--- config.mk ---
export PLATFORM = sky130hd
export DESIGN_NAME = websocket_frame_deframer
export DESIGN_NICKNAME = d
export VERILOG_FILES = /design/src/rtl/core/wsd_pkg.sv /design/src/rtl/core/websocket_frame_deframer.sv
export VERILOG_INCLUDE_DIRS = /design/src /design/src/rtl/core
export SDC_FILE = /design/constraint.sdc
export NUM_CORES = 1
export LEC_CHECK = 0
export CELL_PAD_IN_SITES_DETAIL_PLACEMENT = 0
export CELL_PAD_IN_SITES_GLOBAL_PLACEMENT = 2
export CORE_ASPECT_RATIO = 0.7
export CORE_MARGIN = 4
export CORE_UTILIZATION = 47
export CTS_BUF_LIST = sky130_fd_sc_hd__clkbuf_4 sky130_fd_sc_hd__clkbuf_8
export DETAILED_ROUTE_END_ITERATION = 6
export DONT_BUFFER_PORTS = 1
export PLACE_DENSITY_LB_ADDON = 0.2
export SLEW_MARGIN = 15
export SYNTH_ARGS = -nofsm -noshare
export SYNTH_HDL_FRONTEND = slang
export SYNTH_SLANG_ARGS = --single-unit
--- constraint.sdc ---
create_clock -name aclk -period 6.7 [get_ports aclk]
set_input_delay 1.005 -clock aclk [delete_from_list [all_inputs] [get_ports aclk]]
set_output_delay 1.005 -clock aclk [all_outputs]
set_load 0.005 [all_outputs]
--- src/rtl/core/websocket_frame_deframer_macros.svh ---
// Assertion macros for the WebSocket frame deframer.
// Used by websocket_frame_deframer.sv; expects aclk and aresetn in scope.
`ifndef WEBSOCKET_FRAME_DEFRAMER_MACROS_SVH
`define WEBSOCKET_FRAME_DEFRAMER_MACROS_SVH

// same-cycle implication
`define WSD_ASSERT_NOW(lbl, ante, cons) \
    lbl: assert property (@(posedge aclk) disable iff (!aresetn) (ante) |-> (cons)) \
        else $error("wsd assertion failed");

// next-cycle implication
`define WSD_ASSERT_NEXT(lbl, ante, cons) \
    lbl: assert property (@(posedge aclk) disable iff (!aresetn) (ante) |=> (cons)) \
        else $error("wsd assertion failed");

`endif

--- src/rtl/core/wsd_pkg.sv ---
// Types and codes shared by the WebSocket frame deframer.
// No dependencies.
`default_nettype none

package wsd_pkg;

    typedef enum logic [7:0] {
        PH_HDR0  = 8'b0000_0001,
        PH_HDR1  = 8'b0000_0010,
        PH_EXTHI = 8'b0000_0100,
        PH_EXTLO = 8'b0000_1000,
        PH_MASK  = 8'b0001_0000,
        PH_DATA  = 8'b0010_0000,
        PH_SKIP  = 8'b0100_0000,
        PH_HALT  = 8'b1000_0000
    } phase_t;

    typedef enum logic [2:0] {
        KIND_DATA   = 3'd0,
        KIND_EMPTY  = 3'd1,
        KIND_CLOSE  = 3'd2,
        KIND_PING   = 3'd3,
        KIND_LENERR = 3'd4
    } kind_t;

    typedef struct packed {
        kind_t      kind;
        logic [7:0] data_byte;
        logic       is_binary;
        logic       message_end;
    } result_t;

    localparam logic [3:0] OP_TEXT   = 4'h1;
    localparam logic [3:0] OP_BINARY = 4'h2;
    localparam logic [3:0] OP_CLOSE  = 4'h8;
    localparam logic [3:0] OP_PING   = 4'h9;

    localparam logic [6:0] LEN_CODE_EXT16 = 7'd126;
    localparam logic [6:0] LEN_CODE_EXT64 = 7'd127;

endpackage

`default_nettype wire

--- src/rtl/core/websocket_frame_deframer.sv ---
// WebSocket frame deframer: takes one received byte per cycle while s_ready is high, gives
// at most one result per byte. Depends on wsd_pkg and websocket_frame_deframer_macros.svh.
//
// Each accepted byte advances the header/payload state machine in the same cycle, so the
// block sustains one byte per clock while s_ready is high. Each result is registered in
// the result register, or in the skid register if that one still waits. Two output slots
// (result and skid registers) let s_ready stay high while one result waits; s_ready drops
// only when both slots are full. Payload lengths are limited to 2^LEN_BITS-1; a longer or
// 64-bit length reports a length error and the block ignores later bytes until reset.
`default_nettype none

`include "websocket_frame_deframer_macros.svh"

module websocket_frame_deframer #(
    parameter int LEN_BITS = 16
) (
    input  wire logic       aclk,
    input  wire logic       aresetn,
    input  wire logic       s_valid,
    output logic            s_ready,
    input  wire logic [7:0] s_rx_byte,
    output logic            m_valid,
    input  wire logic       m_ready,
    output logic [2:0]      m_kind,
    output logic [7:0]      m_data_byte,
    output logic            m_is_binary,
    output logic            m_message_end
);

    wsd_pkg::phase_t        phase_reg, phase_next;
    logic                   fin_reg, fin_next;
    logic [3:0]             opcode_reg, opcode_next;
    logic                   masked_reg, masked_next;
    logic [LEN_BITS-1:0]    rem_reg, rem_next;
    logic [7:0]             ext_hi_reg, ext_hi_next;
    logic [7:0]             key_reg [4];
    logic [1:0]             midx_reg, midx_next;

    logic                   key_we;
    logic                   has_res;
    wsd_pkg::result_t       res;
    wsd_pkg::result_t       out_reg, skid_reg;
    logic                   out_valid_reg, skid_valid_reg;

    logic                   accept;
    logic                   pop;
    logic                   is_data_op;
    logic                   is_bin_op;
    logic [6:0]             len7;
    logic [15:0]            ext_len;
    logic [16:0]            ext_over;
    logic [LEN_BITS-1:0]    hdr_len;
    logic                   hdr_done;
    logic                   len_done;
    logic [7:0]             kb;

    assign accept     = s_valid && s_ready;
    assign pop        = out_valid_reg && m_ready;
    assign s_ready    = !skid_valid_reg;
    assign is_data_op = (opcode_reg == wsd_pkg::OP_TEXT) || (opcode_reg == wsd_pkg::OP_BINARY);
    assign is_bin_op  = (opcode_reg == wsd_pkg::OP_BINARY);
    assign len7       = s_rx_byte[6:0];
    assign ext_len    = {ext_hi_reg, s_rx_byte};
    assign ext_over   = {1'b0, ext_len} >> LEN_BITS;
    assign kb         = masked_reg ? key_reg[midx_reg] : 8'h00;

    always_comb begin
        phase_next  = phase_reg;
        fin_next    = fin_reg;
        opcode_next = opcode_reg;
        masked_next = masked_reg;
        rem_next    = rem_reg;
        ext_hi_next = ext_hi_reg;
        midx_next   = midx_reg;
        key_we      = 1'b0;
        has_res     = 1'b0;
        hdr_len     = rem_reg;
        hdr_done    = 1'b0;
        len_done    = 1'b0;
        res         = '{kind: wsd_pkg::KIND_DATA, data_byte: 8'h00,
                        is_binary: 1'b0, message_end: 1'b0};

        case (phase_reg)
            wsd_pkg::PH_HDR0: begin
                fin_next    = s_rx_byte[7];
                opcode_next = s_rx_byte[3:0];
                phase_next  = wsd_pkg::PH_HDR1;
            end
            wsd_pkg::PH_HDR1: begin
                masked_next = s_rx_byte[7];
                if (len7 == wsd_pkg::LEN_CODE_EXT64) begin
                    phase_next = wsd_pkg::PH_HALT;
                    has_res    = 1'b1;
                    res.kind   = wsd_pkg::KIND_LENERR;
                end else if (len7 == wsd_pkg::LEN_CODE_EXT16) begin
                    phase_next = wsd_pkg::PH_EXTHI;
                end else begin
                    hdr_len  = LEN_BITS'(len7);
                    rem_next = hdr_len;
                    len_done = 1'b1;
                end
            end
            wsd_pkg::PH_EXTHI: begin
                ext_hi_next = s_rx_byte;
                phase_next  = wsd_pkg::PH_EXTLO;
            end
            wsd_pkg::PH_EXTLO: begin
                if (ext_over != 17'd0) begin
                    phase_next = wsd_pkg::PH_HALT;
                    has_res    = 1'b1;
                    res.kind   = wsd_pkg::KIND_LENERR;
                end else begin
                    hdr_len  = ext_len[LEN_BITS-1:0];
                    rem_next = hdr_len;
                    len_done = 1'b1;
                end
            end
            wsd_pkg::PH_MASK: begin
                key_we    = 1'b1;
                midx_next = midx_reg + 2'd1;
                hdr_done  = (midx_reg == 2'd3);
            end
            wsd_pkg::PH_DATA: begin
                midx_next       = midx_reg + 2'd1;
                rem_next        = rem_reg - LEN_BITS'(1);
                has_res         = 1'b1;
                res.kind        = wsd_pkg::KIND_DATA;
                res.data_byte   = s_rx_byte ^ kb;
                res.is_binary   = is_bin_op;
                res.message_end = (rem_reg == LEN_BITS'(1)) && fin_reg;
                if (rem_reg == LEN_BITS'(1)) begin
                    phase_next = wsd_pkg::PH_HDR0;
                end
            end
            wsd_pkg::PH_SKIP: begin
                rem_next = rem_reg - LEN_BITS'(1);
                if (rem_reg == LEN_BITS'(1)) begin
                    phase_next = wsd_pkg::PH_HDR0;
                end
            end
            default: begin
                phase_next = wsd_pkg::PH_HALT;
            end
        endcase

        if (len_done) begin
            if (masked_next) begin
                midx_next  = 2'd0;
                phase_next = wsd_pkg::PH_MASK;
            end else begin
                hdr_done = 1'b1;
            end
        end

        if (hdr_done) begin
            midx_next = 2'd0;
            if (is_data_op) begin
                if (hdr_len == '0) begin
                    phase_next = wsd_pkg::PH_HDR0;
                    if (fin_reg) begin
                        has_res         = 1'b1;
                        res.kind        = wsd_pkg::KIND_EMPTY;
                        res.is_binary   = is_bin_op;
                        res.message_end = 1'b1;
                    end
                end else begin
                    phase_next = wsd_pkg::PH_DATA;
                end
            end else begin
                phase_next = (hdr_len == '0) ? wsd_pkg::PH_HDR0 : wsd_pkg::PH_SKIP;
                if (opcode_reg == wsd_pkg::OP_CLOSE) begin
                    has_res  = 1'b1;
                    res.kind = wsd_pkg::KIND_CLOSE;
                end else if (opcode_reg == wsd_pkg::OP_PING) begin
                    has_res  = 1'b1;
                    res.kind = wsd_pkg::KIND_PING;
                end
            end
        end
    end

    always_ff @(posedge aclk) begin
        if (!aresetn) begin
            phase_reg  <= wsd_pkg::PH_HDR0;
            fin_reg    <= 1'b0;
            opcode_reg <= 4'h0;
            masked_reg <= 1'b0;
            rem_reg    <= '0;
            midx_reg   <= 2'd0;
        end else if (accept) begin
            phase_reg  <= phase_next;
            fin_reg    <= fin_next;
            opcode_reg <= opcode_next;
            masked_reg <= masked_next;
            rem_reg    <= rem_next;
            midx_reg   <= midx_next;
        end
    end

    always_ff @(posedge aclk) begin
        if (accept) begin
            ext_hi_reg <= ext_hi_next;
            if (key_we) begin
                key_reg[midx_reg] <= s_rx_byte;
            end
        end
    end

    always_ff @(posedge aclk) begin
        if (!aresetn) begin
            out_valid_reg  <= 1'b0;
            skid_valid_reg <= 1'b0;
        end else if (skid_valid_reg) begin
            if (pop) begin
                skid_valid_reg <= 1'b0;
            end
        end else if (accept && has_res) begin
            if (!out_valid_reg || pop) begin
                out_valid_reg <= 1'b1;
            end else begin
                skid_valid_reg <= 1'b1;
            end
        end else if (pop) begin
            out_valid_reg <= 1'b0;
        end
    end

    always_ff @(posedge aclk) begin
        if (skid_valid_reg) begin
            if (pop) begin
                out_reg <= skid_reg;
            end
        end else if (accept && has_res) begin
            if (!out_valid_reg || pop) begin
                out_reg <= res;
            end else begin
                skid_reg <= res;
            end
        end
    end

    assign m_valid       = out_valid_reg;
    assign m_kind        = out_reg.kind;
    assign m_data_byte   = out_reg.data_byte;
    assign m_is_binary   = out_reg.is_binary;
    assign m_message_end = out_reg.message_end;

    `WSD_ASSERT_NOW(a_skid_implies_out, skid_valid_reg, out_valid_reg)
    `WSD_ASSERT_NEXT(a_halt_sticks, phase_reg == wsd_pkg::PH_HALT,
                     phase_reg == wsd_pkg::PH_HALT)
    `WSD_ASSERT_NOW(a_ctrl_no_data, m_valid && (m_kind != wsd_pkg::KIND_DATA),
                    m_data_byte == 8'h00)
    `WSD_ASSERT_NOW(a_end_kind, m_valid && m_message_end,
                    (m_kind == wsd_pkg::KIND_DATA) || (m_kind == wsd_pkg::KIND_EMPTY))

endmodule

`default_nettype wire
==> out/metrics.yaml, run 1 <==
outcome: "complete, no violations"
place_congestion: 0.8406
rr_endpoint: "m_data_byte[5]$_DFFE_PP_"
required_ns: 6.78
diodes: 0
wire_per_inst_um: 20.38
grt_usage: 0.2032
p_sw_uw: 259.3
grt_max_degree: 35
finalPower_uw: 1106
rsz0062_at_grt: "no"
antenna_found_initial: 0
cts_hold_buf: 0
final_nets: 480
period_minus_slack_ns: 3.432
die_x_um: 131.9
worst_slew_pin_slew_ns: 1.026
drt_first_pass_iters: 5
crit_type: "reg -> reg"
setup_viol: 0
min_from: "rem_reg[8]$_SDFFE_PN0P_"
mostFrequentLayoutCells: "66 x edfxtp_1, 55 x nand2_1, 36 x dfxtp_1"
setup_total_negative_slack_ns: 0
worstHoldPathType: "reg -> reg"
cts_buffers: 9
synth-edff-count: 66
path_buf_inv: 1
synth_top_area_share: 0.3927
overflow: 0
crit_path_start_kind: "flop"
clock_skew_ns: 0.009475
min_period_over_period: 0.5123
cp.arrival_ns: 3.52
cts_max_path_buffers: 2
yosysWarningCount: 0
p_sw_frac: 0.2345
ys_seq_area_frac: 0.5354
path_max_fanout: 9
portBuffers: 0
syn_area_per_cell_um2: 10.72
finalWirelength_um: 12210
r2r_slack_ns: 3.27
yosys-top-cells-area: "edfxtp_1 39%, dfxtp_1 14%, nand2_1 4.1%"
drt_iter0_drc: 306
grt_first_pass_wirelength_um: 19590
core_area_um2: 10400
root_buffer: "clkbuf_8"
final_antenna_net_count: 0
clk_latency_ns: 0.38
die_h_um: 94.70
ctsResizeCount: 0
synth_fp_nets: 489
fill_cells: 929
max_stage_delay_ns: 0.62
report.final.hold_viol_count: 0
drc: 0
clkSinkCount: 102
netlist_instances: 471
yosysUniqueCellTypes: 60
r2r_cells: 7
grt_pass1_vias: 3439
syn2layout_area_growth_pct: 6.148
initial_utilization: 0.4856
rows: 31
relSlewSlack: 0.3104
yosys.area.top_type: "edfxtp_1"
cts_tree: "yes"
htreeDepth: 3
power_frac_clock: 0.335
syn-cell-area_um2: 5047
power_density_nw_per_um2: 206.3
p_int_uw: 846.3
cts_setup_buffers: 0
cp-end-kind: "flop"
dp_hpwl_um: 8510
final_common_cell: "edfxtp_1"
slew_viol_final: 0
synth_ff_type: "edfxtp_1"
slowest_stage: "or4_4"
crit_family: "simple AND/OR/NAND/NOR gates"
holdPathStages: 2
p_comb_frac: 0.052
sequentialPowerShare: 0.612
io_pins: 27
drive_gt1_frac: 0.1049
ys_ff_latch: 102
largest_register_ffs: 32
cap_violations: 0
critical_path.cell_chain: "or4_4, nor3_2, nand2_1, o21ai_1, o2111ai_2, a221oi_2, buf_4"
power_leakage_uw: 0.001734
ir_drop_v: 0.0001185
async_reset_ff_frac: 0
timing.fmax_mhz: 291.3
path_clk_slew_ns: 0.09
vias: 3601
holdPathEnd: "rem_reg[8]$_SDFFE_PN0P_"
worstReg2RegStart: "rem_reg[0]$_SDFFE_PN0P_"
dieArea_um2: 12490
via_per_inst: 6.012
## layer usage
layer | GRT usage | up-vias | part of all wire
met2 | 0.2961 | 98 | 0.43
li1 | - | 1737 | -
met5 | 0 | - | 0
met4 | 0.05245 | 0 | 0.010
met3 | 0.04313 | 12 | 0.054
met1 | 0.3077 | 1754 | 0.51
## cells in the mapped netlist, types with 7 or more instances
library cell	n
a21boi_0	14
a21oi_1	21
and2_1	7
clkbuf_1	25
dfxtp_1	36
edfxtp_1	66
inv_1	14
mux4_2	8
nand2_1	55
nand3_1	8
nor2_1	33
nor2b_1	15
nor3_1	20
o21ai_0	33
o31ai_1	11
xor2_1	8
## worst max path at each step
| stage | slack, ns | from | depth (start not counted) | end |
|---|---|---|---|---|
| 2_1_floorplan | 2.90 | s_rx_byte[3] | 6 | m_data_byte[0]$_DFFE_PP_ |
| 3_3_place_gp | 2.87 | s_rx_byte[2] | 6 | m_data_byte[4]$_DFFE_PP_ |
| 3_5_place_dp | 2.75 | s_rx_byte[2] | 6 | m_data_byte[0]$_DFFE_PP_ |
| 4_1_cts | 2.92 | rem_reg[0]$_SDFFE_PN0P_ | 6 | m_data_byte[5]$_DFFE_PP_ |
| 5_1_grt | 2.97 | phase_reg[0]$_SDFFE_PN1P_ | 7 | m_data_byte[5]$_DFFE_PP_ |
| 6_report | 3.27 | rem_reg[0]$_SDFFE_PN0P_ | 7 | m_data_byte[5]$_DFFE_PP_ |
## final cells by class
cell class	instances	area, um2	area share
Clock inverter	5	45.04	0.008407
Timing Repair Buffer	5	37.54	0.007006
Inverter	14	52.55	0.009808
Sequential cell	102	2703	0.5044
Tap cell	132	165.2	0.03083
Clock buffer	11	145.1	0.02709
Multi-Input combinational cell	330	2210	0.4124
## tightest hold or removal path, delay by kind of cell, from the launching register on
family         cells  cell delay, ns
flip-flops         1            0.33
AO/OA/AOI/OAI      2            0.15
## cell families (layout without fill, tap and decap cells)
group	Yosys count	count (layout)	share of synthesized area
AOI/OAI and AO/OA	117	117	0.1567
xor gates and xnor gates	14	14	0.02429
adders and majority gates	6	6	0.01487
buffers and inverters	39	35	0.02900
DFF	102	102	0.5354
muxes	16	16	0.05206
and+or+nand+nor	177	177	0.1877
## through the flow
stage,hold slack [ns],worst slack (ns),utilization,area [um2],instances
2_1_floorplan,0.4588,2.901,-,5047,471
3_3_place_gp,0.4773,2.873,0.4959,5155,582
3_5_place_dp,0.4921,2.747,0.4964,5160,582
4_1_cts,0.5098,2.922,0.5147,5350,598
5_1_grt,0.5395,2.968,0.5154,5358,599
6_report,0.5194,3.268,0.5154,5358,599
## power groups by stage
| stage | Clock [uW] | Combinational [uW] | Sequential [uW] |
|---|---|---|---|
| after CTS | 385 | 57.6 | 677 |
| final | 371 | 57.7 | 677 |
| after global routing | 409 | 64.3 | 678 |
| after floorplan | 0 | 48.1 | 688 |
| after detailed placement | 0 | 57.3 | 691 |
| after global placement | 0 | 57.3 | 691 |
No activity file was read; power rests on OpenSTA's default activity.
==> run 2, diff against run 1 <==
Settings changed: CORE_UTILIZATION 47 to 44.
Clock period 6.7 ns to 3.5 ns, I/O delays scaled along.
==> out/metrics.yaml, run 2 (synthesis results as in run 1) <==
required_ns: 3.57  # was 6.78 ns
cp.depth: 7  # unchanged
worstHoldPathType: "in -> reg"  # was reg -> reg
slew_viol_final: 0  # unchanged
clk_latency_ns: 0.37  # was 0.38 ns
cts_buffers: 9  # unchanged
max_stage_delay_ns: 0.46  # was 0.62 ns
r2r_cells: 7  # unchanged
min_from: "s_rx_byte[6]"  # was rem_reg[8]$_SDFFE_PN0P_
cts_setup_buffers: 0  # unchanged
crit_type: "reg -> reg"  # unchanged
diodes: 0  # unchanged
cap_violations: 0  # unchanged
drt_first_pass_iters: 5  # unchanged
path_clk_slew_ns: 0.11  # was 0.09 ns
grt_usage: 0.1961  # was 0.2032
relSlewSlack: 0.5068  # was 0.3104
wire_per_inst_um: 20.45  # was 20.38 um
critical_path.cell_chain: "nor4_4, nor4b_4, o2111ai_2, nor4_4, o2111ai_2, a2111oi_2, buf_4"  # was or4_4, nor3_2, nand2_1, o21ai_1, o2111ai_2, a221oi_2, buf_4
overflow: 0  # unchanged
root_buffer: "clkbuf_8"  # unchanged
mostFrequentLayoutCells: "66 x edfxtp_1, 55 x nand2_1, 36 x dfxtp_1"  # unchanged
final_cells: 628  # was 599
finalPower_uw: 2205  # was 1106 uW
antenna_found_initial: 0  # unchanged
drive_gt1_frac: 0.1179  # was 0.1049
period_minus_slack_ns: 3.128  # was 3.432 ns
cts_tree: "yes"  # unchanged
cp-end-kind: "flop"  # unchanged
dp.cells: 611  # was 582
crit_family: "simple AND/OR/NAND/NOR gates"  # unchanged
fill_cells: 1039  # was 929
vias: 3717  # was 3,601
gr-usage-met1: 0.3011  # was 0.3077
setup_total_negative_slack_ns: 0  # unchanged
via_per_inst: 5.919  # was 6.012
portBuffers: 0  # unchanged
clkSinkCount: 102  # unchanged
worstReg2RegStart: "phase_reg[7]$_SDFFE_PN0P_"  # was rem_reg[0]$_SDFFE_PN0P_
gr-usage-met2: 0.2773  # was 0.2961
worst_slew_pin_slew_ns: 0.7295  # was 1.026 ns
report.final.hold_viol_count: 0  # unchanged
final_common_cell: "edfxtp_1"  # unchanged
path_max_fanout: 13  # was 9
cts_hold_buf: 0  # unchanged
final_nets: 488  # was 480
grt_max_degree: 35  # unchanged
timing.fmax_mhz: 319.7  # was 291.3 MHz
top_usage_layer: "met1"  # unchanged
outcome: "complete, no violations"  # unchanged
met3_usage: 0.05021  # was 0.04313
cts_max_path_buffers: 2  # unchanged
setup_viol: 0  # unchanged
drt_iter0_drc: 332  # was 306
dieArea_um2: 13280  # was 12,490 um2
drc: 0  # unchanged
slowest_stage: "nor4_4"  # was or4_4
min_period_over_period: 0.8936  # was 0.5123
io_pins: 27  # unchanged
place_congestion: 0.8253  # was 0.8406
cp.arrival_ns: 3.20  # was 3.52 ns
holdPathEnd: "key_reg[0][6]$_DFFE_PP_"  # was rem_reg[8]$_SDFFE_PN0P_
initial_utilization: 0.4551  # was 0.4856
path_buf_inv: 1  # unchanged
dp_hpwl_um: 8941  # was 8510 um
ir_drop_v: 0.0001855  # was 0.0001185 V
finalWirelength_um: 12840  # was 12,210 um
htreeDepth: 3  # unchanged
rr_endpoint: "skid_reg[7]$_DFFE_PP_"  # was m_data_byte[5]$_DFFE_PP_
final_util: 0.4932  # was 0.5154
final_antenna_net_count: 0  # unchanged
grt_pass1_vias: 3458  # was 3,439
grt_first_pass_wirelength_um: 20040  # was 19,590 um
crit_path_start_kind: "flop"  # unchanged
r2r_slack_ns: 0.37  # was 3.27 ns
clock_skew_ns: 0.01219  # was 0.009475 ns
holdPathStages: 0  # was 2
die_x_um: 136.0  # was 131.9 um
rsz0062_at_grt: "no"  # unchanged
largest_register_ffs: 32  # unchanged
die_h_um: 97.61  # was 94.70 um
power_density_nw_per_um2: 403.0  # was 206.3 nW/um2
power_leakage_uw: 0.001779  # was 0.001734 uW
core_area_um2: 11090  # was 10,400 um2
syn2layout_area_growth_pct: 8.379  # was 6.148%
rows: 32  # was 31
ctsResizeCount: 0  # unchanged
-- run 2: cell count changes in the layout (fill, tap and decap cells not counted), sizes merged --
cell      delta
bufinv       +1
buf          +7
clkbuf       -2
inv          +1
clkinvlp     +1
clkinv       -1
nor4         +1
-- run 2: metrics by stage --
stage / hold WS (ns) / cell area [um2] / worst slack, ns
2_1_floorplan: 0.4588 / 5047 / 0.03682
3_5_place_dp: 0.4962 / 5241 / 0.2813
4_1_cts: 0.2279 / 5458 / 0.2775
5_1_grt: 0.2115 / 5470 / 0.07013
3_3_place_gp: 0.4943 / 5241 / 0.4236
6_report: 0.2368 / 5470 / 0.3725
-- run 2: worst register-to-register path: stages (launching register included) --
cell and delay, ns:
dfxtp_1 0.42, nor4_4 0.43, nor4b_4 0.39, o2111ai_2 0.21, nor4_4 0.46, o2111ai_2 0.28, a2111oi_2 0.36, buf_4 0.28
-- run 2: worst max-delay path by stage --
stage                                    from                        to  slack, ns
floorplan             rem_reg[9]$_SDFFE_PN0P_  m_data_byte[0]$_DFFE_PP_       0.04
global placement    phase_reg[0]$_SDFFE_PN1P_     skid_reg[4]$_DFFE_PP_       0.42
detailed placement  phase_reg[0]$_SDFFE_PN1P_     skid_reg[8]$_DFFE_PP_       0.28
CTS                 phase_reg[0]$_SDFFE_PN1P_     skid_reg[7]$_DFFE_PP_       0.28
global route        phase_reg[7]$_SDFFE_PN0P_     skid_reg[2]$_DFFE_PP_       0.07
finish              phase_reg[7]$_SDFFE_PN0P_     skid_reg[7]$_DFFE_PP_       0.37
-- run 2: power by group --
group	switching, uW	total (uW)	internal, uW
Combinational	68.6	116	47.2
Sequential	16.0	1300	1280
Clock	444	791	348
Total	528	2200	1680
-- run 2: area by class of cell --
| type | instances | area, um2 | area share |
|---|---|---|---|
| sequential | 102 | 2703 | 0.4941 |
| clock buffer | 9 | 123.9 | 0.02264 |
| clock inverter | 7 | 92.59 | 0.01693 |
| multi-input combinational | 331 | 2217 | 0.4053 |
| timing repair buffer | 12 | 90.09 | 0.01647 |
| inverter | 14 | 52.55 | 0.009607 |
| tap | 153 | 191.4 | 0.03500 |
-- run 2: metal layers --
layer,share of wire,up-vias
li1,-,1752
met1,0.50,1839
met2,0.43,116
met3,0.063,10
met4,0.011,0
met5,0,-
